File: src/hw/rtl/asf_pkg.sv
// shared constants, types and decimal conversion helpers for the sample framer
package asf_pkg;

    localparam int CHANNELS  = 8;
    localparam int DIGITS    = 4;
    localparam int SAMPLE_W  = 12;
    localparam int HALF_W    = SAMPLE_W / 2;
    localparam int BCD_W     = DIGITS * 4;
    localparam int CH_W      = (CHANNELS > 1) ? $clog2(CHANNELS) : 1;
    localparam int IDX_W     = $clog2(DIGITS + 2);
    localparam int QDEPTH    = 4;
    localparam int QPTR_W    = $clog2(QDEPTH);
    localparam int QCNT_W    = $clog2(QDEPTH + 1);

    localparam logic [7:0] MARK_BYTE    = 8'h41;
    localparam logic [7:0] NEWLINE_BYTE = 8'h0A;
    localparam logic [7:0] ZERO_CHAR    = 8'h30;

    typedef logic [BCD_W-1:0] t_bcd;

    typedef struct packed {
        t_bcd bcd;
        logic last;
    } t_entry;

    // one shift-add-3 step of binary to bcd conversion
    function automatic t_bcd dabble_step(input t_bcd b, input logic bin);
        t_bcd a;
        a = b;
        for (int d = 0; d < DIGITS; d++) begin
            if (a[d*4 +: 4] >= 4'd5) begin
                a[d*4 +: 4] = a[d*4 +: 4] + 4'd3;
            end
        end
        return {a[BCD_W-2:0], bin};
    endfunction

    // half of the conversion: fold in HALF_W bits, msb first
    function automatic t_bcd dabble_half(input t_bcd b, input logic [HALF_W-1:0] bits);
        t_bcd a;
        a = b;
        for (int k = HALF_W - 1; k >= 0; k--) begin
            a = dabble_step(a, bits[k]);
        end
        return a;
    endfunction

endpackage

File: src/hw/rtl/adc_sample_ascii_framer.sv
// adc sample framer top level: 12-bit samples in, ascii packet bytes out
//
// input channel: i_valid / i_sample, o_stall. one sample per transaction, channels
// arrive in order 0..CHANNELS-1 and the channel counter wraps after the last one.
// output channel: o_valid / o_out_byte / o_run_last / o_packet_end, i_stall.
// each sample gives 'A' and DIGITS decimal digits with leading zeros, msb first;
// the last channel's sample adds a newline flagged with o_packet_end.
// o_run_last marks the final byte belonging to one sample.
// when the block is idle, the first byte of an accepted sample passes the front
// register, queue write, serializer load and output register before it is valid.
// throughput: the serializer puts out one byte per cycle unless stalled; a sample
// gives five bytes, six for the last channel; samples flow back to back through a
// four-entry queue; the front accepts up to five samples ahead of the serializer.
// when the receiver stalls, the output transaction holds and the queue fills; once
// it is full o_stall rises. reset clears the channel counter, queue and valids.
module adc_sample_ascii_framer (
    input  logic                         i_clk,
    input  logic                         i_rst_n,
    input  logic                         i_valid,
    input  logic [asf_pkg::SAMPLE_W-1:0] i_sample,
    output logic                         o_stall,
    output logic                         o_valid,
    output logic [7:0]                   o_out_byte,
    output logic                         o_run_last,
    output logic                         o_packet_end,
    input  logic                         i_stall
);
    import asf_pkg::*;

    logic   q_push;
    logic   q_pop;
    logic   q_full;
    logic   q_empty;
    t_entry q_wdata;
    t_entry q_rdata;

    asf_front u_front (
        .i_clk    (i_clk),
        .i_rst_n  (i_rst_n),
        .i_valid  (i_valid),
        .i_sample (i_sample),
        .o_stall  (o_stall),
        .i_q_full (q_full),
        .o_q_push (q_push),
        .o_q_data (q_wdata)
    );

    asf_queue u_queue (
        .i_clk   (i_clk),
        .i_rst_n (i_rst_n),
        .i_push  (q_push),
        .i_data  (q_wdata),
        .o_full  (q_full),
        .i_pop   (q_pop),
        .o_empty (q_empty),
        .o_data  (q_rdata)
    );

    asf_back u_back (
        .i_clk        (i_clk),
        .i_rst_n      (i_rst_n),
        .i_q_empty    (q_empty),
        .i_q_data     (q_rdata),
        .o_q_pop      (q_pop),
        .o_valid      (o_valid),
        .o_out_byte   (o_out_byte),
        .o_run_last   (o_run_last),
        .o_packet_end (o_packet_end),
        .i_stall      (i_stall)
    );

endmodule

File: src/hw/rtl/asf_front.sv
// front end: takes samples, tracks the channel, converts to bcd, feeds the queue
module asf_front (
    input  logic                         i_clk,
    input  logic                         i_rst_n,
    input  logic                         i_valid,
    input  logic [asf_pkg::SAMPLE_W-1:0] i_sample,
    output logic                         o_stall,
    input  logic                         i_q_full,
    output logic                         o_q_push,
    output asf_pkg::t_entry              o_q_data
);
    import asf_pkg::*;

    logic              r_s_valid;
    t_bcd              r_s_bcd;
    logic [HALF_W-1:0] r_s_rem;
    logic              r_s_last;
    logic [CH_W-1:0]   r_chan;

    logic s_move;
    logic accept;
    logic last_chan;

    assign last_chan = (r_chan >= CH_W'(CHANNELS - 1));
    assign s_move    = !r_s_valid || !i_q_full;
    assign o_stall   = !s_move;
    assign accept    = i_valid && s_move;
    assign o_q_push  = r_s_valid && !i_q_full;

    always_comb begin
        o_q_data.bcd  = dabble_half(r_s_bcd, r_s_rem);
        o_q_data.last = r_s_last;
    end

    always_ff @(posedge i_clk) begin
        if (!i_rst_n) begin
            r_s_valid <= 1'b0;
            r_chan    <= '0;
        end else begin
            if (accept) begin
                r_s_valid <= 1'b1;
                r_chan    <= last_chan ? '0 : r_chan + 1'b1;
            end else if (o_q_push) begin
                r_s_valid <= 1'b0;
            end
        end
    end

    // upper half of the sample is converted on the way in
    always_ff @(posedge i_clk) begin
        if (accept) begin
            r_s_bcd  <= dabble_half('0, i_sample[SAMPLE_W-1:HALF_W]);
            r_s_rem  <= i_sample[HALF_W-1:0];
            r_s_last <= last_chan;
        end
    end

endmodule

File: src/hw/rtl/asf_queue.sv
// short fifo between the converting front end and the byte serializer
module asf_queue (
    input  logic            i_clk,
    input  logic            i_rst_n,
    input  logic            i_push,
    input  asf_pkg::t_entry i_data,
    output logic            o_full,
    input  logic            i_pop,
    output logic            o_empty,
    output asf_pkg::t_entry o_data
);
    import asf_pkg::*;

    t_entry            r_mem [QDEPTH];
    logic [QPTR_W-1:0] r_wr;
    logic [QPTR_W-1:0] r_rd;
    logic [QCNT_W-1:0] r_cnt;

    assign o_full  = (r_cnt == QCNT_W'(QDEPTH));
    assign o_empty = (r_cnt == '0);
    assign o_data  = r_mem[r_rd];

    always_ff @(posedge i_clk) begin
        if (!i_rst_n) begin
            r_wr  <= '0;
            r_rd  <= '0;
            r_cnt <= '0;
        end else begin
            if (i_push) begin
                r_wr <= r_wr + 1'b1;
            end
            if (i_pop) begin
                r_rd <= r_rd + 1'b1;
            end
            if (i_push && !i_pop) begin
                r_cnt <= r_cnt + 1'b1;
            end else if (i_pop && !i_push) begin
                r_cnt <= r_cnt - 1'b1;
            end
        end
    end

    always_ff @(posedge i_clk) begin
        if (i_push) begin
            r_mem[r_wr] <= i_data;
        end
    end

endmodule

File: src/hw/rtl/asf_back.sv
// back end: turns one queued entry into marker, digits and optional newline
module asf_back (
    input  logic            i_clk,
    input  logic            i_rst_n,
    input  logic            i_q_empty,
    input  asf_pkg::t_entry i_q_data,
    output logic            o_q_pop,
    output logic            o_valid,
    output logic [7:0]      o_out_byte,
    output logic            o_run_last,
    output logic            o_packet_end,
    input  logic            i_stall
);
    import asf_pkg::*;

    logic             r_busy;
    logic [IDX_W-1:0] r_idx;
    t_bcd             r_bcd;
    logic             r_last;

    logic       r_o_valid;
    logic [7:0] r_o_byte;
    logic       r_o_run_last;
    logic       r_o_end;

    logic       adv;
    logic       emit;
    logic       is_final;
    logic       is_nl;
    logic [7:0] n_byte;

    assign adv      = !r_o_valid || !i_stall;
    assign emit     = adv && r_busy;
    assign is_nl    = (r_idx == IDX_W'(DIGITS + 1));
    assign is_final = is_nl || ((r_idx == IDX_W'(DIGITS)) && !r_last);
    assign o_q_pop  = !i_q_empty && (!r_busy || (emit && is_final));

    always_comb begin
        if (r_idx == '0) begin
            n_byte = MARK_BYTE;
        end else if (is_nl) begin
            n_byte = NEWLINE_BYTE;
        end else begin
            n_byte = ZERO_CHAR + {4'd0, r_bcd[BCD_W-1 -: 4]};
        end
    end

    always_ff @(posedge i_clk) begin
        if (!i_rst_n) begin
            r_busy    <= 1'b0;
            r_o_valid <= 1'b0;
        end else begin
            if (o_q_pop) begin
                r_busy <= 1'b1;
            end else if (emit && is_final) begin
                r_busy <= 1'b0;
            end
            if (adv) begin
                r_o_valid <= r_busy;
            end
        end
    end

    always_ff @(posedge i_clk) begin
        if (o_q_pop) begin
            r_idx  <= '0;
            r_bcd  <= i_q_data.bcd;
            r_last <= i_q_data.last;
        end else if (emit) begin
            r_idx <= r_idx + 1'b1;
            // digits leave msb first, so shift the next one to the top
            if (r_idx != '0) begin
                r_bcd <= {r_bcd[BCD_W-5:0], 4'd0};
            end
        end
        if (emit) begin
            r_o_byte     <= n_byte;
            r_o_run_last <= is_final;
            r_o_end      <= is_nl;
        end
    end

    assign o_valid      = r_o_valid;
    assign o_out_byte   = r_o_byte;
    assign o_run_last   = r_o_run_last;
    assign o_packet_end = r_o_end;

endmodule

File: config.mk
export PLATFORM = sky130hd
export DESIGN_NAME = adc_sample_ascii_framer
export DESIGN_NICKNAME = d
export VERILOG_FILES = /design/src/hw/rtl/asf_pkg.sv /design/src/hw/rtl/adc_sample_ascii_framer.sv /design/src/hw/rtl/asf_front.sv /design/src/hw/rtl/asf_queue.sv /design/src/hw/rtl/asf_back.sv
export SDC_FILE = /design/constraint.sdc
export NUM_CORES = 1
export LEC_CHECK = 0
export BUFFER_PORTS_ARGS = -buffer_cell sky130_fd_sc_hd__buf_2
export CORE_MARGIN = 2
export CORE_UTILIZATION = 50
export CTS_BUF_LIST = sky130_fd_sc_hd__clkbuf_8
export CTS_CLUSTER_SIZE = 14
export DETAILED_ROUTE_END_ITERATION = 10
export HOLD_SLACK_MARGIN = 0.12
export PLACE_DENSITY = 0.67
export REMOVE_ABC_BUFFERS = 1
export SKIP_LAST_GASP = 1
export SLEW_MARGIN = 10
export SYNTH_ARGS = -nofsm -noshare
export SYNTH_HDL_FRONTEND = slang
export SYNTH_HIERARCHICAL = 1
export SYNTH_SLANG_ARGS = --single-unit
File: constraint.sdc
create_clock -name i_clk -period 8.3 [get_ports i_clk]
set_input_delay 0.83 -clock i_clk [delete_from_list [all_inputs] [get_ports i_clk]]
set_output_delay 0.83 -clock i_clk [all_outputs]
set_load 0.05 [all_outputs]
After elaboration in Yosys (flattened, before gate mapping)
Memory sizes are Yosys's and may differ from the RTL's. A register that Yosys moved wholly into a read port is not among the register bits.
Cells that the tools add are included.

operators by class
  muxes and demuxes = 41
  reductions and logical operators = 32
  $lt $le $gt $ge = 25
  add/sub/neg operators = 31
  equal/unequal tests = 3

operators with widths
  kind                   number
  $mux W4                22
  $ge A4 B3 Y1 const B   20
  $add A4 B2 Y4 const B  17
  $mux W16               3
  $mux W3                7
  $logic_not A1 Y1       10
  $reduce_bool A2 Y1     5
  $add A3 B1 Y3 const B  3
  $add A3 B2 Y3 const B  3
  $eq A3 B3 Y1 const B   3
  $ge A3 B3 Y1 const B   3
  $add A3 B2 Y4 const B  2
  $logic_and A1 B1 Y1    8
  $add A6 B4 Y7 const A  1
  $mux W7                1
  $add A1 B2 Y3 const B  2
  $ge A1 B3 Y1 const B   2
  $logic_not A3 Y1       2
  $mux W1                6
  $add A2 B1 Y2 const B  2
  $logic_or A1 B1 Y1     4
  $mux W2                2
  $reduce_bool A3 Y1     1
  $sub A3 B1 Y3 const B  1
  other kinds (2)        2

storage, ports and cells
  input port bits = 16
  word-level logic and storage cells = 150
  memories = 1
  output and inout bits = 12
  register bits after elaboration = 57
  RAM bits = 68

memory list
  memory         depth  width  rd ports  clocked after memory_dff  wr ports  line             source
  u_queue.r_mem  4      17     1         1                         1         asf_queue.sv:14  t_entry r_mem [QDEPTH];

Logic depth before layout (Yosys ltp)
Gate-level depths: netlist of run 1.

  depth in word-level cells = 12
  gate-level depth with buffers = 24

Hierarchy
The synthesis of run 1 kept the hierarchy.

modules (own cells, without submodules)
  module     area an instance (sq um)  times used  cells each  seq. area each (sq um)
  asf_front  2,939.1                   1           386         500.5
  asf_queue  2,937.8                   1           132         2,222.1
  asf_back   1,348.8                   1           91          850.8

Worst setup path before layout of run 1
OpenSTA, ideal clock, no wires.

  kind = reg2reg
  start = register u_front.r_s_bcd[0]
  end = memory u_queue/r_mem[0][12] in the netlist's numbering (data pin)
  cell stages (with the launch flop) = 24
  setup slack = 3.106 ns
  required time = 8.124 ns
  data arrival time = 5.019 ns
  period minus slack after synthesis = 5.194 ns
  buffers on the path = 1
  library setup time = 0.176 ns
  cell sequence = edfxtp_1 > buf_2 > inv_1 > ha_1 > and2b_2 > or3_1 > nand2_1 > ha_1 > and3_1 > a41o_1 > a31oi_1 > a21oi_1 > xor2_1 > ha_1 > inv_1 > ha_1 > a21oi_1 > xnor3_1 > ha_1 > nor2b_1 > o21ai_0 > mux2_2 > or3_1 > o21ai_1

RTL lines
  element                   line             source
  start: declaration        asf_front.sv:15  t_bcd r_s_bcd;
  start signal: assignment  asf_front.sv:52  r_s_bcd <= dabble_half('0, i_sample[SAMPLE_W-1:HALF_W]);
  end: declaration          asf_queue.sv:14

==> results of run 1 <==
==> routing by layer <==
metal  part of all wire, %  up-vias  GRT usage [%]
met3                   3.0       10           4.39
met2                    51       62           29.6
met4                   1.1        0           5.55
met1                    45     2266           21.1
li1                      -     2336              -
met5                     0        -              0
==> critical path: stages (launching register included) <==
cell      delay, ns
edfxtp_1       0.56
inv_1          0.11
ha_1           0.31
and2b_2        0.27
or3_1          0.41
nand2_1        0.14
ha_1           0.26
and3_1         0.15
a41o_1         0.21
a31oi_1        0.48
a21oi_1        0.18
a31oi_1        0.41
a21oi_1        0.11
o21ai_0        0.48
inv_1          0.10
ha_1           0.23
o221a_4        0.23
a211oi_4       0.37
mux2i_1        0.31
a21oi_1        0.10
a41oi_1        0.30
==> final timing paths <==
kind | start | end
hold / removal | u_front/r_chan[1] | u_front/r_chan[1]
setup / recovery | u_front/r_s_bcd[0] | u_queue/r_mem[2][6]
setup reg to reg | u_front/r_s_bcd[0] | u_queue/r_mem[2][6]
hold reg to reg | u_front/r_chan[1] | u_front/r_chan[1]
==> registers in the layout (all words and copies together), names as in the netlist, 2 cells and up, named ones only <==
register	flops
u_back/o_out_byte	6
u_back/r_bcd	16
u_back/r_idx	3
u_front/r_chan	3
u_front/r_s_bcd	7
u_front/r_s_rem	6
u_queue/r_cnt	3
u_queue/r_mem	68
u_queue/r_rd	2
u_queue/r_wr	2
==> cells in the final DEF, fill, tap and decap left out, types with 13 or more instances in the layout <==
master | netlist | final
o21ai_0 | 32 | 32
nand2_1 | 41 | 41
clkbuf_8 | 0 | 17
nand3_1 | 13 | 13
buf_2 | 6 | 26
a21oi_1 | 34 | 34
inv_1 | 34 | 36
nor2_1 | 29 | 29
ha_1 | 27 | 27
nor3_1 | 18 | 18
dfxtp_1 | 18 | 18
edfxtp_1 | 107 | 107
mux2i_1 | 13 | 13
and2_1 | 14 | 14
==> kinds of logic (layout without fill, tap and decap cells) <==
kind of cell	count (synthesis)	after routing	synth area share, %
simple gates	174	174	12.9
compound gates	154	154	15.4
flops	125	125	49.5
buf+inv	62	94	4.28
mux	46	46	10.3
fa+ha+maj	29	29	5.09
xor+xnor	17	17	2.51
other cells	2	2	0.104
==> final cells by class <==
class,instances,area share (%)
Sequential cell,125,45.6
Multi-Input combinational cell,422,42.7
Clock buffer,17,2.99
Tap cell,180,2.88
Clock inverter,14,2.25
Timing Repair Buffer,28,1.85
Inverter,35,1.71
==> metrics by stage <==
step,hold WS (ns),utilization (%),cells
6_report,0.484,56.0,821
5_1_grt,0.520,56.0,821
4_1_cts,0.490,56.0,821
3_5_place_dp,0.481,53.1,790
3_3_place_gp,0.470,53.1,790
2_1_floorplan,0.458,-,582
==> power by group through the flow <==
stage	Combinational (mW)	Sequential [mW]	Clock, mW
after floorplan	1.23	1.20	0
after global placement	1.54	1.14	0
after detailed placement	1.61	1.15	0
after CTS	1.62	1.14	0.571
after global routing	1.80	1.15	0.597
final	1.61	1.13	0.558
==> impl_metrics.env, run 1 <==
export IMPL_outcome="finished clean"
export IMPL_ys_async_sr_fraction_pct=0
export IMPL_yosysWarnings=6
export IMPL_netlist_instances=609
export IMPL_die_h_um=124
export IMPL_viasPerCell=5.69
export IMPL_fmax_mhz=168
export IMPL_fin_nets=673
export IMPL_grt_pass1_wl_um=21700
export IMPL_cap_violations=0
export IMPL_syn_avg_cell_area_um2=11.9
export IMPL_clockBufferDepth=2
export IMPL_grt_pass1_vias=4569
export IMPL_fin_crit_ns=5.94
export IMPL_worstSetupPathType="flop to flop"
export IMPL_fill_cells=1187
export IMPL_setup_viol=0
export IMPL_synth_largest_area_cell="edfxtp_1"
export IMPL_start_kind="flop"
export IMPL_cp_required_ns=8.53
export IMPL_end_kind="flop"
export IMPL_synthToLayoutAreaGrowth_pct=8.38
export IMPL_tightestPinTransition_ns=0.965
export IMPL_switching_share_pct=38.8
export IMPL_antenna_cells=0
export IMPL_worstHoldPathType="flop to flop"
export IMPL_internal_power_mw=2.02
export IMPL_hold_buffers=0
export IMPL_synthTopCellsByCount="107 x edfxtp_1, 41 x nand2_1, 34 x a21oi_1, 34 x inv_1, 32 x o21ai_0"
export IMPL_rows=43
export IMPL_synth_seq_cells=125
export IMPL_routed_wirelength_um=12700
export IMPL_cts_resized=0
export IMPL_multiInputGateArea_um2=3340
export IMPL_hold_violations=0
export IMPL_htreeDepth=4
export IMPL_drt_first_iter_violations=285
export IMPL_wl_per_cell_um=15.5
export IMPL_seq_power_share_pct=34.3
export IMPL_fin_skew_ns=0.0106
export IMPL_gp_congestion=0.879
export IMPL_synth_top_area_share_pct=44.5
export IMPL_die_w_um=124
export IMPL_rsz0062_at_grt="false"
export IMPL_io_buffers=26
export IMPL_ioPinCount=28
export IMPL_grt_overflow_total=0
export IMPL_slew_violations=0
export IMPL_fin_setup_tns_ns=0
export IMPL_grt_max_degree=21
export IMPL_synth_edf_count=107
export IMPL_start_util_pct=51.7
export IMPL_place_area_um2=7420
export IMPL_firstDrtPassIters=4
export IMPL_place_ws_ns=2.35
export IMPL_r2r_slack_ns=2.36
export IMPL_place_detailed_hpwl_um=8730
export IMPL_min_period_over_period_pct=71.6
export IMPL_ff2ff_path_depth=20
export IMPL_maxSlewHeadroom_pct=35.7
export IMPL_ir_worst_vdd_mv=0.187
export IMPL_cts_tree="yes"
export IMPL_fin_area_um2=7830
export IMPL_finalPower_mw=3.31
export IMPL_ys_types=94
export IMPL_post_cts_buffers=0
export IMPL_worst_slack_ns=2.36
export IMPL_dr_total_vias=4674
export IMPL_clock_sinks=125
export IMPL_final_seq_area_um2=3570
export IMPL_cp_arrival_ns=6.17
export IMPL_yosysMostFrequentCell="edfxtp_1"
export IMPL_clk_latency_ns=0.44
export IMPL_syn_cell_area_um2=7230
export IMPL_synthTopCellsByArea="edfxtp_1 44%, dfxtp_1 5.0%, ha_1 4.7%"
export IMPL_hold_depth=2
export IMPL_cts_root_buffer="clkbuf_8"
export IMPL_p_leak_nw=2.94
export IMPL_power_frac_clock_pct=16.9
export IMPL_power_density_nw_per_um2=422
export IMPL_comb_power_share_pct=48.8
export IMPL_ys_seq_area_share_pct=49.5
export IMPL_grt_use_total_pct=17.2
export IMPL_core_area_um2=14000
export IMPL_final_layout_size_suffix_gt1_share_pct=16.8
export IMPL_crit_fanout=11
export IMPL_power_switching_mw=1.28
export IMPL_synthFlopType="edfxtp_1"
export IMPL_antenna_found_initial=0
export IMPL_path_clk_slew_ns=0.07
export IMPL_drc=0
export IMPL_die_area_um2=15400
export IMPL_antenna_left=0
export IMPL_numCtsBuffers=17
Note: power is estimated with default switching activity, not from simulation.
==> inputs of run 2 (changes only) <==
ABC_AREA = 1   (was unset)
clock period = 5.5 ns   (was 8.3 ns; I/O delays follow)
==> run 2 against run 1 <==
  * Global-route usage up 0.42 points
  * Synthesized cell count is 19% higher
  * Fmax grew 34%
  * Hold slack got worse by 0.20 ns
  * Clock skew about the same
  * Core utilization fell by 0.11 points
  * Flip-flop and latch count stayed put
  * First-iteration DRC count down 6.3%
  * Die area shrank 4.9%
  * Non-clock buffer count did not move
==> impl_metrics.env, run 2 <==
export IMPL_outcome="finished clean"
export IMPL_netlist_instances=723
export IMPL_final_common_cell="nand2_1"
export IMPL_antenna_left=0
export IMPL_largest_register_ffs=68
export IMPL_final_seq_area_um2=3570
export IMPL_cts_resized=0
export IMPL_synth_top_area_share_pct=46.8
export IMPL_rows=42
export IMPL_regMostFlops="u_queue/r_mem"
export IMPL_grt_pass1_wl_um=20200
export IMPL_holdWs_ns=0.281
export IMPL_critical_path_max_stage_delay_ns=0.43
export IMPL_tightestPinTransition_ns=0.776
export IMPL_cp_top_family="simple AND/OR/NAND/NOR gates"
export IMPL_ys_types=43
export IMPL_fmax_mhz=225
export IMPL_placed_cells=910
export IMPL_drc=0
export IMPL_start_kind="flop"
export IMPL_fill_cells=1144
export IMPL_synthFlopType="edfxtp_1"
export IMPL_synthToLayoutAreaGrowth_pct=8.28
export IMPL_hold_violations=0
export IMPL_clockBufferDepth=2
export IMPL_post_cts_buffers=0
export IMPL_yosysWarnings=6
export IMPL_routed_wirelength_um=12000
export IMPL_firstDrtPassIters=4
export IMPL_viasPerCell=5.05
export IMPL_grt_pass1_vias=4652
export IMPL_yosysMostFrequentCell="nand2_1"
export IMPL_hold_buffers=0
export IMPL_grt_overflow_total=0
export IMPL_layout_common_cells="143 x nand2_1, 107 x edfxtp_1, 98 x inv_1"
export IMPL_clock_sinks=125
export IMPL_worstHoldPathType="input port to flop"
export IMPL_antenna_found_initial=0
export IMPL_cap_violations=0
export IMPL_crit_fanout=6
export IMPL_cts_root_buffer="clkbuf_8"
export IMPL_die_h_um=121
export IMPL_crit_slowest_cell="edfxtp_1"
export IMPL_wl_per_cell_um=12.7
export IMPL_ys_async_sr_fraction_pct=0
export IMPL_numCtsBuffers=17
export IMPL_synthTopCellsByArea="edfxtp_1 47%, nand2_1 7.8%, dfxtp_1 5.3%"
export IMPL_grt_use_total_pct=17.6
export IMPL_slew_violations=0
export IMPL_synth_seq_cells=125
export IMPL_drt_first_iter_violations=267
export IMPL_syn_avg_cell_area_um2=9.49
export IMPL_fin_util_pct=55.9
export IMPL_core_area_um2=13300
export IMPL_end_kind="flop"
export IMPL_ys_seq_area_share_pct=52.1
export IMPL_path_clk_slew_ns=0.07
export IMPL_top_regs="u_queue/r_mem: 68 flops, u_back/r_bcd: 16 flops, u_front/r_s_bcd: 7 flops"
export IMPL_ioPinCount=28
export IMPL_final_layout_size_suffix_gt1_share_pct=20.5
export IMPL_synth_edf_count=107
export IMPL_cts_tree="yes"
export IMPL_grt_max_degree=36
export IMPL_clk_latency_ns=0.44
export IMPL_path_common_cell="nand2_1"
export IMPL_fin_cells=942
export IMPL_gp_congestion=0.767
export IMPL_cp_arrival_ns=4.61
export IMPL_dr_total_vias=4754
export IMPL_min_period_over_period_pct=80.7
export IMPL_synthTopCellsByCount="143 x nand2_1, 107 x edfxtp_1, 93 x inv_1"
export IMPL_place_detailed_hpwl_um=8340
export IMPL_cp_required_ns=5.67
export IMPL_fin_crit_ns=4.44
export IMPL_htreeDepth=4
export IMPL_syn_cell_area_um2=6860
export IMPL_rsz0062_at_grt="false"
export IMPL_synth_largest_area_cell="edfxtp_1"
export IMPL_maxSlewHeadroom_pct=48.2
export IMPL_start_util_pct=51.6
export IMPL_multiInputGateArea_um2=2720
export IMPL_die_w_um=121
export IMPL_critPathBufInv=8
export IMPL_antenna_cells=0
export IMPL_fin_skew_ns=0.0105
export IMPL_die_area_um2=14700
export IMPL_fin_setup_tns_ns=0
export IMPL_io_buffers=26
export IMPL_fin_nets=797
export IMPL_setup_viol=0
export IMPL_worstSetupPathType="flop to flop"
[run 2: cell types whose count changed after synthesis, sizes merged, moves of 14 or more]
cell   delta
a21oi    -18
and2     -17
inv      +76
mux2     -15
mux2i    -14
mux4     -17
nand2   +151
nand3    +45
nor2     +29
nor3     -17
o21ai    +18
[run 2: metrics by stage]
step,setup WS (ns),cell area (um^2)
2_1_floorplan,1.55,6710
3_3_place_gp,1.41,7080
3_5_place_dp,1.12,7080
4_1_cts,1.07,7430
5_1_grt,0.576,7430
6_report,1.06,7430
[run 2: worst register-to-register path: cells and delay by family, from the launching register on]
family	cells	cell delay (ns)
AOI/OAI and AO/OA	2	0.41
xor gates and xnor gates	1	0.17
adders and majority gates	5	0.90
buffers and inverters	8	0.64
DFF	1	0.43
and+or+nand+nor	19	1.64
[run 2: final cells by class]
cell class                      instances  area share, %
Inverter                              112           5.69
Sequential cell                       125           48.1
Timing Repair Buffer                   28           1.95
Clock buffer                           19           3.52
Tap cell                              176           2.96
Multi-Input combinational cell        469           36.6
Clock inverter                         13           1.20
[run 2: path summary, 6_finish.rpt]
| path | start | endpoint | slack, ns | cells after the start |
|---|---|---|---|---|
| worst max-delay path | u_front/r_s_bcd[0] | u_queue/r_mem[2][11] | 1.06 | 35 |
| worst min-delay path | i_sample[3] | u_front/r_s_rem[3] | 0.28 | 1 |
| worst max register to register | u_front/r_s_bcd[0] | u_queue/r_mem[2][11] | 1.06 | 35 |
| worst min register to register | u_queue/r_rd[1] | flop | 0.45 | 1 |
[run 2: cell families (layout without fill, tap and decap cells)]
logic type | after synthesis | count (layout) | share of synthesized area [%]
AND/OR/NAND/NOR | 320 | 320 | 22.9
buffers and inverters | 129 | 172 | 8.32
flip-flops | 125 | 125 | 52.1
AO/OA/AOI/OAI | 107 | 107 | 9.67
adder cells (fa/ha/maj) | 28 | 28 | 5.22
XOR/XNOR | 12 | 12 | 1.75
other | 2 | 2 | 0.109
[run 2: routing by layer]
layer  routed length (um)  track usage [%]  share of wire [%]
met1                 5090             18.9                 43
met2                 6320             32.3                 53
met3                  390             4.23                3.3
met4                  176             8.33                1.5
met5                    0                0                  0
Power of run 2 is left out: the tool's default activity adds up to more than one toggle a clock period on the data nets, which glitch-free logic cannot reach.
